[src/rtl/nvme_feature_register_file_macros.svh]
// Assertion macros used by the feature register file top level.
// Depends on nothing; included by nvme_feature_register_file, the only module with assertions.
`ifndef NVME_FEATURE_REGISTER_FILE_MACROS_SVH
`define NVME_FEATURE_REGISTER_FILE_MACROS_SVH

// check cons in the same cycle whenever ante holds
`define NVFR_ASSERT_IMP(label, clk, rst_n, ante, cons) \
    label: assert property (@(posedge clk) disable iff (!rst_n) (ante) |-> (cons)) \
        else $error("nvfr assertion failed");

// check cons in the cycle after ante holds
`define NVFR_ASSERT_NEXT(label, clk, rst_n, ante, cons) \
    label: assert property (@(posedge clk) disable iff (!rst_n) (ante) |=> (cons)) \
        else $error("nvfr assertion failed");

`endif

[src/rtl/nvfr_pkg.sv]
// Package for the feature register file: feature ids, status codes, widths.
// Also holds the vector table write port type. Depends on nothing.
`default_nettype none

package nvfr_pkg;

    localparam int QUEUE_LIMIT = 64;
    localparam int VEC_DEPTH   = QUEUE_LIMIT + 1;
    localparam int VEC_AW      = $clog2(VEC_DEPTH);
    localparam int VEC_W       = 17;
    localparam int NS_W        = 11;
    localparam int Q_W         = 16;
    localparam int TEMP_W      = 16;

    localparam logic [31:0] FID_ARB       = 32'h01;
    localparam logic [31:0] FID_POWER     = 32'h02;
    localparam logic [31:0] FID_LBA_RANGE = 32'h03;
    localparam logic [31:0] FID_TEMP      = 32'h04;
    localparam logic [31:0] FID_ERR_REC   = 32'h05;
    localparam logic [31:0] FID_WCACHE    = 32'h06;
    localparam logic [31:0] FID_QUEUES    = 32'h07;
    localparam logic [31:0] FID_COALESCE  = 32'h08;
    localparam logic [31:0] FID_VECTOR    = 32'h09;
    localparam logic [31:0] FID_ATOMIC    = 32'h0A;
    localparam logic [31:0] FID_ASYNC     = 32'h0B;
    localparam logic [31:0] FID_PROGRESS  = 32'h80;

    localparam logic [1:0] ST_OK        = 2'd0;
    localparam logic [1:0] ST_BAD_FIELD = 2'd1;
    localparam logic [1:0] ST_BAD_NS    = 2'd2;

    typedef struct packed {
        logic              en;
        logic [VEC_AW-1:0] addr;
        logic [VEC_W-1:0]  data;
    } vec_wr_t;

endpackage

`default_nettype wire

[src/rtl/nvfr_vector_mem.sv]
// Interrupt vector configuration table: one write port, one registered read port.
// Entries read as zero until written; a same-edge write to the read address is forwarded.
// Depends on nvfr_pkg.
`default_nettype none

module nvfr_vector_mem (
    input  wire                      clk,
    input  wire                      rst_n,
    input  nvfr_pkg::vec_wr_t        wr,
    input  wire [nvfr_pkg::VEC_AW-1:0] rd_addr,
    output logic [nvfr_pkg::VEC_W-1:0] rd_data
);
    import nvfr_pkg::*;

    logic [VEC_W-1:0]     mem [VEC_DEPTH];
    logic [VEC_DEPTH-1:0] valid_reg;
    logic [VEC_W-1:0]     rd_raw_reg;
    logic [VEC_W-1:0]     byp_data_reg;
    logic                 rd_hit_reg;
    logic                 rd_byp_reg;

    always_ff @(posedge clk)
    begin
        if (wr.en)
        begin
            mem[wr.addr] <= wr.data;
        end
        rd_raw_reg   <= mem[rd_addr];
        byp_data_reg <= wr.data;
    end

    always_ff @(posedge clk or negedge rst_n)
    begin
        if (!rst_n)
        begin
            valid_reg  <= '0;
            rd_hit_reg <= 1'b0;
            rd_byp_reg <= 1'b0;
        end
        else
        begin
            if (wr.en)
            begin
                valid_reg[wr.addr] <= 1'b1;
            end
            rd_hit_reg <= valid_reg[rd_addr];
            rd_byp_reg <= wr.en && (wr.addr == rd_addr);
        end
    end

    assign rd_data = rd_byp_reg ? byp_data_reg :
                     (rd_hit_reg ? rd_raw_reg : '0);

endmodule

`default_nettype wire

[src/rtl/nvme_feature_register_file.sv]
// Set/Get Features register file: top level, decode and feature state.
// Depends on nvfr_pkg, nvfr_vector_mem and the assertion macro header.
//
// One command word is taken on every cycle that start is high; busy never rises.
// Each command is registered on the accept edge, then decoded and applied to
// the feature state on the next edge, where its result is also registered and
// shown with done for exactly one cycle; one word is taken per cycle. The
// result cannot be held off, so a receiver must take it in the cycle done is
// high. The interrupt vector table is a registered memory read on the accept
// edge, with a write made on that same edge forwarded to the read. Write
// namespace_count through cfg_we/cfg_wdata only while no command is in flight.
`default_nettype none
`include "nvme_feature_register_file_macros.svh"

module nvme_feature_register_file (
    input  wire         clk,
    input  wire         rst_n,
    input  wire         cfg_we,
    input  wire  [10:0] cfg_wdata,
    input  wire         start,
    output logic        busy,
    input  wire         mode,
    input  wire  [31:0] feature_word,
    input  wire  [31:0] feature_value,
    input  wire  [31:0] namespace_id,
    input  wire  [15:0] current_temperature,
    input  wire         smart_event_masked,
    output logic        done,
    output logic [1:0]  status,
    output logic [31:0] result_dword,
    output logic        result_written,
    output logic        raise_temp_event
);
    import nvfr_pkg::*;

    logic              accept;
    logic              s1_valid_reg;
    logic              s1_set_reg;
    logic [31:0]       s1_fword_reg;
    logic [31:0]       s1_val_reg;
    logic [31:0]       s1_nsid_reg;
    logic [TEMP_W-1:0] s1_temp_reg;
    logic              s1_masked_reg;

    logic [NS_W-1:0]   ns_count_reg;
    logic [31:0]       arb_reg, arb_next;
    logic [31:0]       power_reg, power_next;
    logic [31:0]       thr_reg, thr_next;
    logic [31:0]       err_rec_reg, err_rec_next;
    logic [31:0]       wcache_reg, wcache_next;
    logic [31:0]       coalesce_reg, coalesce_next;
    logic [31:0]       atomic_reg, atomic_next;
    logic [31:0]       async_reg, async_next;
    logic [31:0]       progress_reg, progress_next;
    logic [Q_W-1:0]    granted_reg, granted_next;
    logic              warned_reg, warned_next;

    logic              done_reg;
    logic [1:0]        status_reg, status_next;
    logic [31:0]       result_reg, result_next;
    logic              written_reg, written_next;
    logic              raise_reg, raise_next;

    logic              hit;
    logic [31:0]       cur;
    logic [Q_W-1:0]    vec_idx;
    logic [Q_W-1:0]    rd_idx;
    logic [VEC_AW-1:0] rd_addr;
    logic [VEC_W-1:0]  vec_rd_data;
    vec_wr_t           vec_wr;

    assign busy   = 1'b0;
    assign accept = start && !busy;

    assign rd_idx  = feature_value[Q_W-1:0];
    assign rd_addr = (rd_idx <= Q_W'(QUEUE_LIMIT)) ? rd_idx[VEC_AW-1:0] : '0;

    nvfr_vector_mem u_vec_mem (
        .clk     (clk),
        .rst_n   (rst_n),
        .wr      (vec_wr),
        .rd_addr (rd_addr),
        .rd_data (vec_rd_data)
    );

    always_ff @(posedge clk)
    begin
        if (accept)
        begin
            s1_set_reg    <= mode;
            s1_fword_reg  <= feature_word;
            s1_val_reg    <= feature_value;
            s1_nsid_reg   <= namespace_id;
            s1_temp_reg   <= current_temperature;
            s1_masked_reg <= smart_event_masked;
        end
        status_reg  <= status_next;
        result_reg  <= result_next;
        written_reg <= written_next;
        raise_reg   <= raise_next;
    end

    assign vec_idx = s1_val_reg[Q_W-1:0];

    always_comb
    begin
        status_next   = ST_OK;
        result_next   = '0;
        written_next  = 1'b0;
        raise_next    = 1'b0;
        hit           = 1'b0;
        cur           = '0;
        arb_next      = arb_reg;
        power_next    = power_reg;
        thr_next      = thr_reg;
        err_rec_next  = err_rec_reg;
        wcache_next   = wcache_reg;
        coalesce_next = coalesce_reg;
        atomic_next   = atomic_reg;
        async_next    = async_reg;
        progress_next = progress_reg;
        granted_next  = granted_reg;
        warned_next   = warned_reg;
        vec_wr.en     = 1'b0;
        vec_wr.addr   = vec_idx[VEC_AW-1:0];
        vec_wr.data   = s1_val_reg[VEC_W-1:0];

        if (s1_valid_reg)
        begin
            case (s1_fword_reg)
                FID_ARB:
                begin
                    hit = 1'b1;
                    cur = arb_reg;
                    if (s1_set_reg) arb_next = s1_val_reg;
                end
                FID_POWER:
                begin
                    hit = 1'b1;
                    cur = power_reg;
                    if (s1_set_reg) power_next = s1_val_reg;
                end
                FID_ERR_REC:
                begin
                    hit = 1'b1;
                    cur = err_rec_reg;
                    if (s1_set_reg) err_rec_next = s1_val_reg;
                end
                FID_WCACHE:
                begin
                    hit = 1'b1;
                    cur = wcache_reg;
                    if (s1_set_reg) wcache_next = s1_val_reg;
                end
                FID_COALESCE:
                begin
                    hit = 1'b1;
                    cur = coalesce_reg;
                    if (s1_set_reg) coalesce_next = s1_val_reg;
                end
                FID_ATOMIC:
                begin
                    hit = 1'b1;
                    cur = atomic_reg;
                    if (s1_set_reg) atomic_next = s1_val_reg;
                end
                FID_ASYNC:
                begin
                    hit = 1'b1;
                    cur = async_reg;
                    if (s1_set_reg) async_next = s1_val_reg;
                end
                FID_PROGRESS:
                begin
                    hit = 1'b1;
                    cur = progress_reg;
                    if (s1_set_reg) progress_next = s1_val_reg;
                end
                FID_TEMP:
                begin
                    hit = 1'b1;
                    cur = thr_reg;
                    if (s1_set_reg)
                    begin
                        thr_next = s1_val_reg;
                        if ((s1_val_reg <= 32'(s1_temp_reg)) && !warned_reg)
                        begin
                            warned_next = 1'b1;
                            raise_next  = 1'b1;
                        end
                        else if ((s1_val_reg > 32'(s1_temp_reg)) && !s1_masked_reg)
                        begin
                            warned_next = 1'b0;
                        end
                    end
                end
                FID_LBA_RANGE:
                begin
                    if ((s1_nsid_reg == '0) || (s1_nsid_reg > 32'(ns_count_reg)))
                    begin
                        status_next = ST_BAD_NS;
                    end
                end
                FID_QUEUES:
                begin
                    if (s1_set_reg && (s1_val_reg != '0)
                        && (s1_val_reg <= 32'(QUEUE_LIMIT)))
                    begin
                        granted_next = s1_val_reg[Q_W-1:0];
                    end
                    result_next  = {granted_next, granted_next};
                    written_next = 1'b1;
                end
                FID_VECTOR:
                begin
                    if ((vec_idx > granted_reg) || (vec_idx > Q_W'(QUEUE_LIMIT)))
                    begin
                        status_next = ST_BAD_FIELD;
                    end
                    else if (s1_set_reg)
                    begin
                        vec_wr.en = 1'b1;
                    end
                    else
                    begin
                        result_next  = 32'(vec_rd_data);
                        written_next = 1'b1;
                    end
                end
                default:
                begin
                    status_next = ST_BAD_FIELD;
                end
            endcase

            if (hit && (!s1_set_reg || (s1_fword_reg == FID_ARB)))
            begin
                result_next  = cur;
                written_next = 1'b1;
            end
        end
    end

    always_ff @(posedge clk or negedge rst_n)
    begin
        if (!rst_n)
        begin
            s1_valid_reg <= 1'b0;
            done_reg     <= 1'b0;
            ns_count_reg <= NS_W'(1);
            arb_reg      <= '0;
            power_reg    <= '0;
            thr_reg      <= '0;
            err_rec_reg  <= '0;
            wcache_reg   <= '0;
            coalesce_reg <= '0;
            atomic_reg   <= '0;
            async_reg    <= '0;
            progress_reg <= '0;
            granted_reg  <= Q_W'(QUEUE_LIMIT);
            warned_reg   <= 1'b0;
        end
        else
        begin
            s1_valid_reg <= accept;
            done_reg     <= s1_valid_reg;
            if (cfg_we)
            begin
                ns_count_reg <= cfg_wdata;
            end
            arb_reg      <= arb_next;
            power_reg    <= power_next;
            thr_reg      <= thr_next;
            err_rec_reg  <= err_rec_next;
            wcache_reg   <= wcache_next;
            coalesce_reg <= coalesce_next;
            atomic_reg   <= atomic_next;
            async_reg    <= async_next;
            progress_reg <= progress_next;
            granted_reg  <= granted_next;
            warned_reg   <= warned_next;
        end
    end

    assign done             = done_reg;
    assign status           = status_reg;
    assign result_dword     = result_reg;
    assign result_written   = written_reg;
    assign raise_temp_event = raise_reg;

    `NVFR_ASSERT_NEXT(a_accept_to_stage, clk, rst_n, accept, s1_valid_reg)
    `NVFR_ASSERT_NEXT(a_stage_to_done, clk, rst_n, s1_valid_reg, done)
    `NVFR_ASSERT_IMP(a_error_clean, clk, rst_n, done && (status != ST_OK),
        (result_dword == '0) && !result_written && !raise_temp_event)
    `NVFR_ASSERT_IMP(a_raise_sets_warned, clk, rst_n, done && raise_temp_event,
        warned_reg && $past(!warned_reg))
    `NVFR_ASSERT_IMP(a_granted_range, clk, rst_n, 1'b1,
        (granted_reg != '0) && (granted_reg <= Q_W'(QUEUE_LIMIT)))

endmodule

`default_nettype wire

[config.mk]
export PLATFORM = sky130hd
export DESIGN_NAME = nvme_feature_register_file
export DESIGN_NICKNAME = d
export VERILOG_FILES = /design/src/rtl/nvfr_pkg.sv /design/src/rtl/nvfr_vector_mem.sv /design/src/rtl/nvme_feature_register_file.sv
export VERILOG_INCLUDE_DIRS = /design/src /design/src/rtl
export SDC_FILE = /design/constraint.sdc
export NUM_CORES = 2
export LEC_CHECK = 0
export BUFFER_PORTS_ARGS = -buffer_cell sky130_fd_sc_hd__clkbuf_2
export CORE_UTILIZATION = 45
export DETAILED_ROUTE_END_ITERATION = 16
export PLACE_DENSITY_LB_ADDON = 0.25
export SLEW_MARGIN = 10
export SYNTH_ARGS = -nofsm -noshare
export SYNTH_HDL_FRONTEND = slang
export SYNTH_SLANG_ARGS = --single-unit
[constraint.sdc]
create_clock -name clk -period 13.8 [get_ports clk]
set_input_delay 1.38 -clock clk [delete_from_list [all_inputs] [get_ports clk]]
set_output_delay 1.38 -clock clk [all_outputs]
set_load 0.02 [all_outputs]
After elaboration in Yosys (flattened, before gate mapping) --
Memories as Yosys holds them, arrays and structs flattened. A register that Yosys moved wholly into a read port is not among the register bits. Cells that the tools add are included.
Cells by class: bitwise gates (word level) 1, order comparisons 10, reduce and logical (&&, ||, !) cells 29, muxes and demuxes 31, eq/ne operators 13
Operators with widths (count):
- one-hot mux 32 bit (9 select lines) | 1
- == test 32 x 3 -> 1 bit (second input constant) | 4
- == test 32 x 4 -> 1 bit (second input constant) | 4
- 2-to-1 mux 17 bit | 4
- bitwise OR 65 bit | 1
- == test 32 x 2 -> 1 bit (second input constant) | 2
- one-hot mux 32 bit (2 select lines) | 1
- == test 32 x 1 -> 1 bit (second input constant) | 1
- == test 32 x 8 -> 1 bit (second input constant) | 1
- > comparator 32 x 11 -> 1 bit | 1
- > comparator 32 x 16 -> 1 bit | 1
- less-or-equal comparator 32 x 16 -> 1 bit | 1
- less-or-equal comparator 32 x 7 -> 1 bit (second input constant) | 1
- zero test 32 bit | 1
- 2-to-1 mux 32 bit | 1
- nonzero test 32 bit | 1
- AND reduction 3 bit | 9
- 2-to-1 mux 1 bit | 17
- > comparator 16 bit | 1
- > comparator 16 x 7 -> 1 bit (second input constant) | 1
- less-or-equal comparator 16 x 7 -> 1 bit (second input constant) | 1
- less-than comparator 7 x 8 -> 1 bit (second input constant) | 2
- 2-to-1 mux 16 bit | 1
- OR reduction 10 bit | 1
- 15 further kinds | 25
Storage, ports and cells: memories 1, input port bits 129, bits in writable memories 1105, register bits after elaboration 552, output and inout bits 38
Memories:
- u_vec_mem.mem | words 65, bits a word 17, rd ports 1, clocked after memory_dff 1, wr ports 1, RTL line nvfr_vector_mem.sv:15 | logic [VEC_W-1:0] mem [VEC_DEPTH];

Longest topological paths before layout --
word-level depth 7, mapped depth 13, depth with buffers taken out 10

Cells and area by module --
A second synthesis with hierarchy kept.
Second synthesis, totals: cells, all modules 3626, area, all modules 66092.1 sq um
By module, submodules not included:
- nvfr_vector_mem | sequential area each 35539.1 sq um, times used 1, area an instance 46195.6 sq um, cells an instance 2168
- nvme_feature_register_file | sequential area each 12104.1 sq um, times used 1, area an instance 19896.6 sq um, cells an instance 1458

Worst setup path before layout --
No wires, ideal clock.
path kind reg2reg, start register s1_val_reg[9], end memory u_vec_mem.mem[0][0], enable pin, required time 13357 ps, clock period less this slack 5305 ps, library setup time 443 ps, stages on the path, launching flop included 9, slack 8495 ps, arrival 4862 ps, cells stage by stage edfxtp_1 -> ha_1 -> a21o_1 -> a21o_1 -> a2111oi_0 -> o21ai_0 -> and2_1 -> nor3b_1 -> nor4b_1
Between the ends: longest elaborated chain between the ends 7, elaborated cells between the ends (all ways) 8, those cells by class 2 x order compare; 5 x mux; 1 x reduce/logical
Ends and longest elaborated chain:
- from (decl) | RTL line nvme_feature_register_file.sv:40 | logic [31:0] s1_val_reg;
- from (signal assigned) | RTL line nvme_feature_register_file.sv:92 | s1_val_reg <= feature_value;
- > comparator 16 bit or > comparator 16 x 7 -> 1 bit (tied branches) | RTL line nvme_feature_register_file.sv:216 | if ((vec_idx > granted_reg) || (vec_idx > Q_W'(QUEUE_LIMIT)))
- logical OR 1 bit * | RTL line nvme_feature_register_file.sv:216
- 2-to-1 mux 1 bit * | RTL line nvme_feature_register_file.sv:216
- 2-to-1 mux 1 bit * | RTL line nvme_feature_register_file.sv:130 | case (s1_fword_reg)
- 2-to-1 mux 1 bit * | RTL line nvme_feature_register_file.sv:128 | if (s1_valid_reg)
- 2-to-1 mux 1 bit * | RTL line nvfr_vector_mem.sv:24 | if (wr.en)
- 2-to-1 mux 1 bit (not written as such) * | RTL line nvfr_vector_mem.sv:26 | mem[wr.addr] <= wr.data;
- to (decl) | RTL line nvfr_vector_mem.sv:15
Mark *: on every way between the ends. The rest lies on a longest branch, timed or not.

Final worst setup path --
start input feature_value[13], end register u_vec_mem.rd_raw_reg[14] (read register of u_vec_mem.mem)
Between the ends: longest elaborated chain between the ends 2
Ends and longest elaborated chain:
- from (decl) | RTL line nvme_feature_register_file.sv:24 | input wire [31:0] feature_value,
- less-or-equal comparator 16 x 7 -> 1 bit | RTL line nvme_feature_register_file.sv:76 | assign rd_addr = (rd_idx <= Q_W'(QUEUE_LIMIT)) ? rd_idx[VEC_AW-1:0] : '0;
- 2-to-1 mux 7 bit | RTL line nvme_feature_register_file.sv:76
- to (decl) | RTL line nvfr_vector_mem.sv:17 | logic [VEC_W-1:0] rd_raw_reg;
No other way between the ends. A chain may end at the register's enable or synchronous reset.

==> reports/metrics.cfg <==
[power]
netSwitchingPower_mw=2.27
ir_drop_uv=133
p_clk_share_pct=44.3
switching_share_pct=21.7
combPwrFrac_pct=3.1
p_leak_nw=28.5
powerDensity_nw_per_um2=138
p_int_mw=8.20
p_seq_share_pct=52.5

[synthesis]
synth_nets=4732
synth_common_cells=edfxtp_1, nand2_1, dfrtp_1, mux2_2, mux2i_1
synth_top_cell_area_share_pct=54.7
yosysMostFrequentCell=edfxtp_1
yosysTopAreaCell=edfxtp_1
synth_edf_count=1219
async_reset_ff_share_pct=23.0
syn_avg_cell_area_sq_um=14.7
ys_warn_count=0
postSynthCellCount=4560
synth_area_leaders=edfxtp_1, dfrtp_1, mux2_2
syn_area_sq_um=66900
synthFlopType=edfxtp_1
ys_seq_elements=1674
synth-seq-area-share_pct=71.2
yosysUniqueCellTypes=84

[finish]
layout-drive-gt1-share_pct=20.3
nFillCells=12200
syn2layout_area_growth_pct=13.6
antenna_cells=0
largest_register_ffs=1105
finalNetCount=4924

[clock_network]
htree_levels=4
clk_latency_ns=0.82
postCtsSetupRepairBufs=0
cts_buffers=174
cts-root-buf=clkbuf_16
cts.reportedPaths.clkPinSlew_ns=0.06
cts_tree=yes
ctsHoldBuffers=0
clockBufferDepth=3
cts.repair.resized=0
cts_sinks=1674

[routing]
ant_nets=0
drt-total-wl_mm=220
wire_per_inst_um=32.2
drc_errors=0
drtPass1Iterations=6
drt_iter0_drc=5668
vias=43500
viasPerCell=6.37

[sta]
slew_violations=0
max_slew_margin_pct=13.2
fmax_mhz=175
setup_tns_ns=0
setup_slack_ns=8.08
finalSetupViolations=0
worst_pin_slew_ns=1.27
fin_crit_sh_pct=41.4
rsz0062_at_grt=false
hold_viol=0
fin_skew_ns=0.0434
period_minus_slack_ns=5.72

[critical_path]
crit_slowest_cell=or4_4
crit_top_cell=nor3_1
setup.worst_path.end_class=flip-flop
path_cells=clkbuf_2 -> or4_1 -> or4_4 -> buf_12 -> nand2_2 -> buf_4 -> o221a_2 -> a211oi_1 -> nor3_1 -> nor3_1 -> nor3_1
cp.arrival_ns=6.45
cp.required_ns=14.54
worstSetupStartpointType=input pin
max_stage_delay_ns=1.00
critPathMaxFanout=103
crit_type=input pin to flip-flop

[floorplanning]
die_w_um=388
initial_core_util_pct=45.3
die_h_um=388
dieArea_sq_um=150000
rows=141
pin_count=167
core-area_sq_um=148000

[global_routing]
antenna_found_initial=7
grt_usage_pct=28.8
grt_pass1_wl_mm=310
grt_pass1_vias=41600
overflow=0
grt_max_degree=125

[placed_design]
globalplace.congestion=0.946
pre_cts_slack_ns=7.44
hpwl_mm=131
io_buffers=165

[flow_run]
maxCapViolCount=0

[outcome]
status=finished, final reports clean

[worst_hold_path]
hold_path.class=flip-flop to flip-flop

==> worst max-delay path, delay by kind of cell <==
family	cells	cell delay (ns)
buffers and inverters	3	1.07
AOI/OAI and AO/OA	2	0.43
and+or+nand+nor	6	3.44
==> per-stage QoR <==
step	hold slack [ns]	utilization, %	power, mW	instances	cell area, sq um
final	0.436	51.5	10.5	6826	76000
after detailed placement	0.424	47.7	5.93	6505	70400
after CTS	0.433	51.5	10.5	6825	76000
after global routing	0.460	51.5	10.7	6826	76000
after global placement	0.420	47.7	5.92	6505	70400
after floorplan	0.405	-	5.73	4560	66900
==> layer usage <==
| metal | global-route usage, % | up-vias | part of all wire (%) |
|---|---|---|---|
| met1 | 38.7 | 22100 | 39 |
| li1 | - | 18000 | - |
| met2 | 43.4 | 2839 | 45 |
| met5 | 0 | - | 0.0091 |
| met4 | 12.3 | 4 | 4.6 |
| met3 | 8.58 | 525 | 12 |
==> area by class of cell <==
type / count / area, sq um / area share (%)
clock inverter: 84 / 801 / 1.05
inverter: 57 / 214 / 0.281
multi-input combinational: 2499 / 17900 / 23.5
sequential: 1674 / 47600 / 62.7
clock buffer: 236 / 4800 / 6.32
timing repair buffer: 346 / 2250 / 2.97
tap: 1930 / 2410 / 3.18
==> cell usage in the layout, fill, tap and decap left out, drive strengths merged, types with 21 or more instances in the layout <==
cell / count
mux2: 300
a211oi: 44
nand2: 417
a222oi: 33
or2: 21
a21oi: 134
a221oi: 22
nor4: 43
nand4: 47
o221ai: 44
a22oi: 123
nor3: 65
dfrtp: 383
nor2: 191
dfxtp: 70
edfxtp: 1219
o21ai: 100
buf: 186
inv: 61
nand3: 113
clkinv: 65
o21bai: 59
o22ai: 73
a31oi: 75
ha: 43
clkbuf: 396
mux2i: 257
==> power by group through the flow <==
stage	clock network (mW)	logic, mW	registers (mW)
floorplan	0	0.101	5.63
global placement	0	0.311	5.61
detailed placement	0	0.317	5.61
CTS	4.70	0.318	5.51
global route	4.89	0.342	5.51
finish	4.65	0.326	5.51
==> cell families (layout without fill, tap and decap cells) <==
| logic type | count (synthesis) | count (layout) | share of synthesized area (%) |
|---|---|---|---|
| buffers and inverters | 387 | 723 | 2.44 |
| adders and majority gates | 43 | 43 | 0.804 |
| DFF | 1674 | 1674 | 71.2 |
| xor gates and xnor gates | 6 | 6 | 0.0785 |
| and+or+nand+nor | 989 | 989 | 6.75 |
| AOI/OAI and AO/OA | 888 | 888 | 9.36 |
| muxes | 572 | 572 | 9.39 |
| other | 1 | 1 | 0.00560 |
==> final timing paths <==
kind | start | endpoint | slack [ns] | cells past startpoint
max | feature_value[13] | u_vec_mem.rd_raw_reg[14] | 8.08 | 11
min | warned_reg | raise_temp_event | 0.44 | 1
max reg2reg | s1_val_reg[0] | u_vec_mem.mem[7][1] | 8.11 | 11
min reg2reg | warned_reg | raise_temp_event | 0.44 | 1
max in group asynchronous | rst_n | err_rec_reg[3] | 10.87 | 3
min in group asynchronous | rst_n | done | 0.66 | 1
Power figures use the tool's default switching activity.
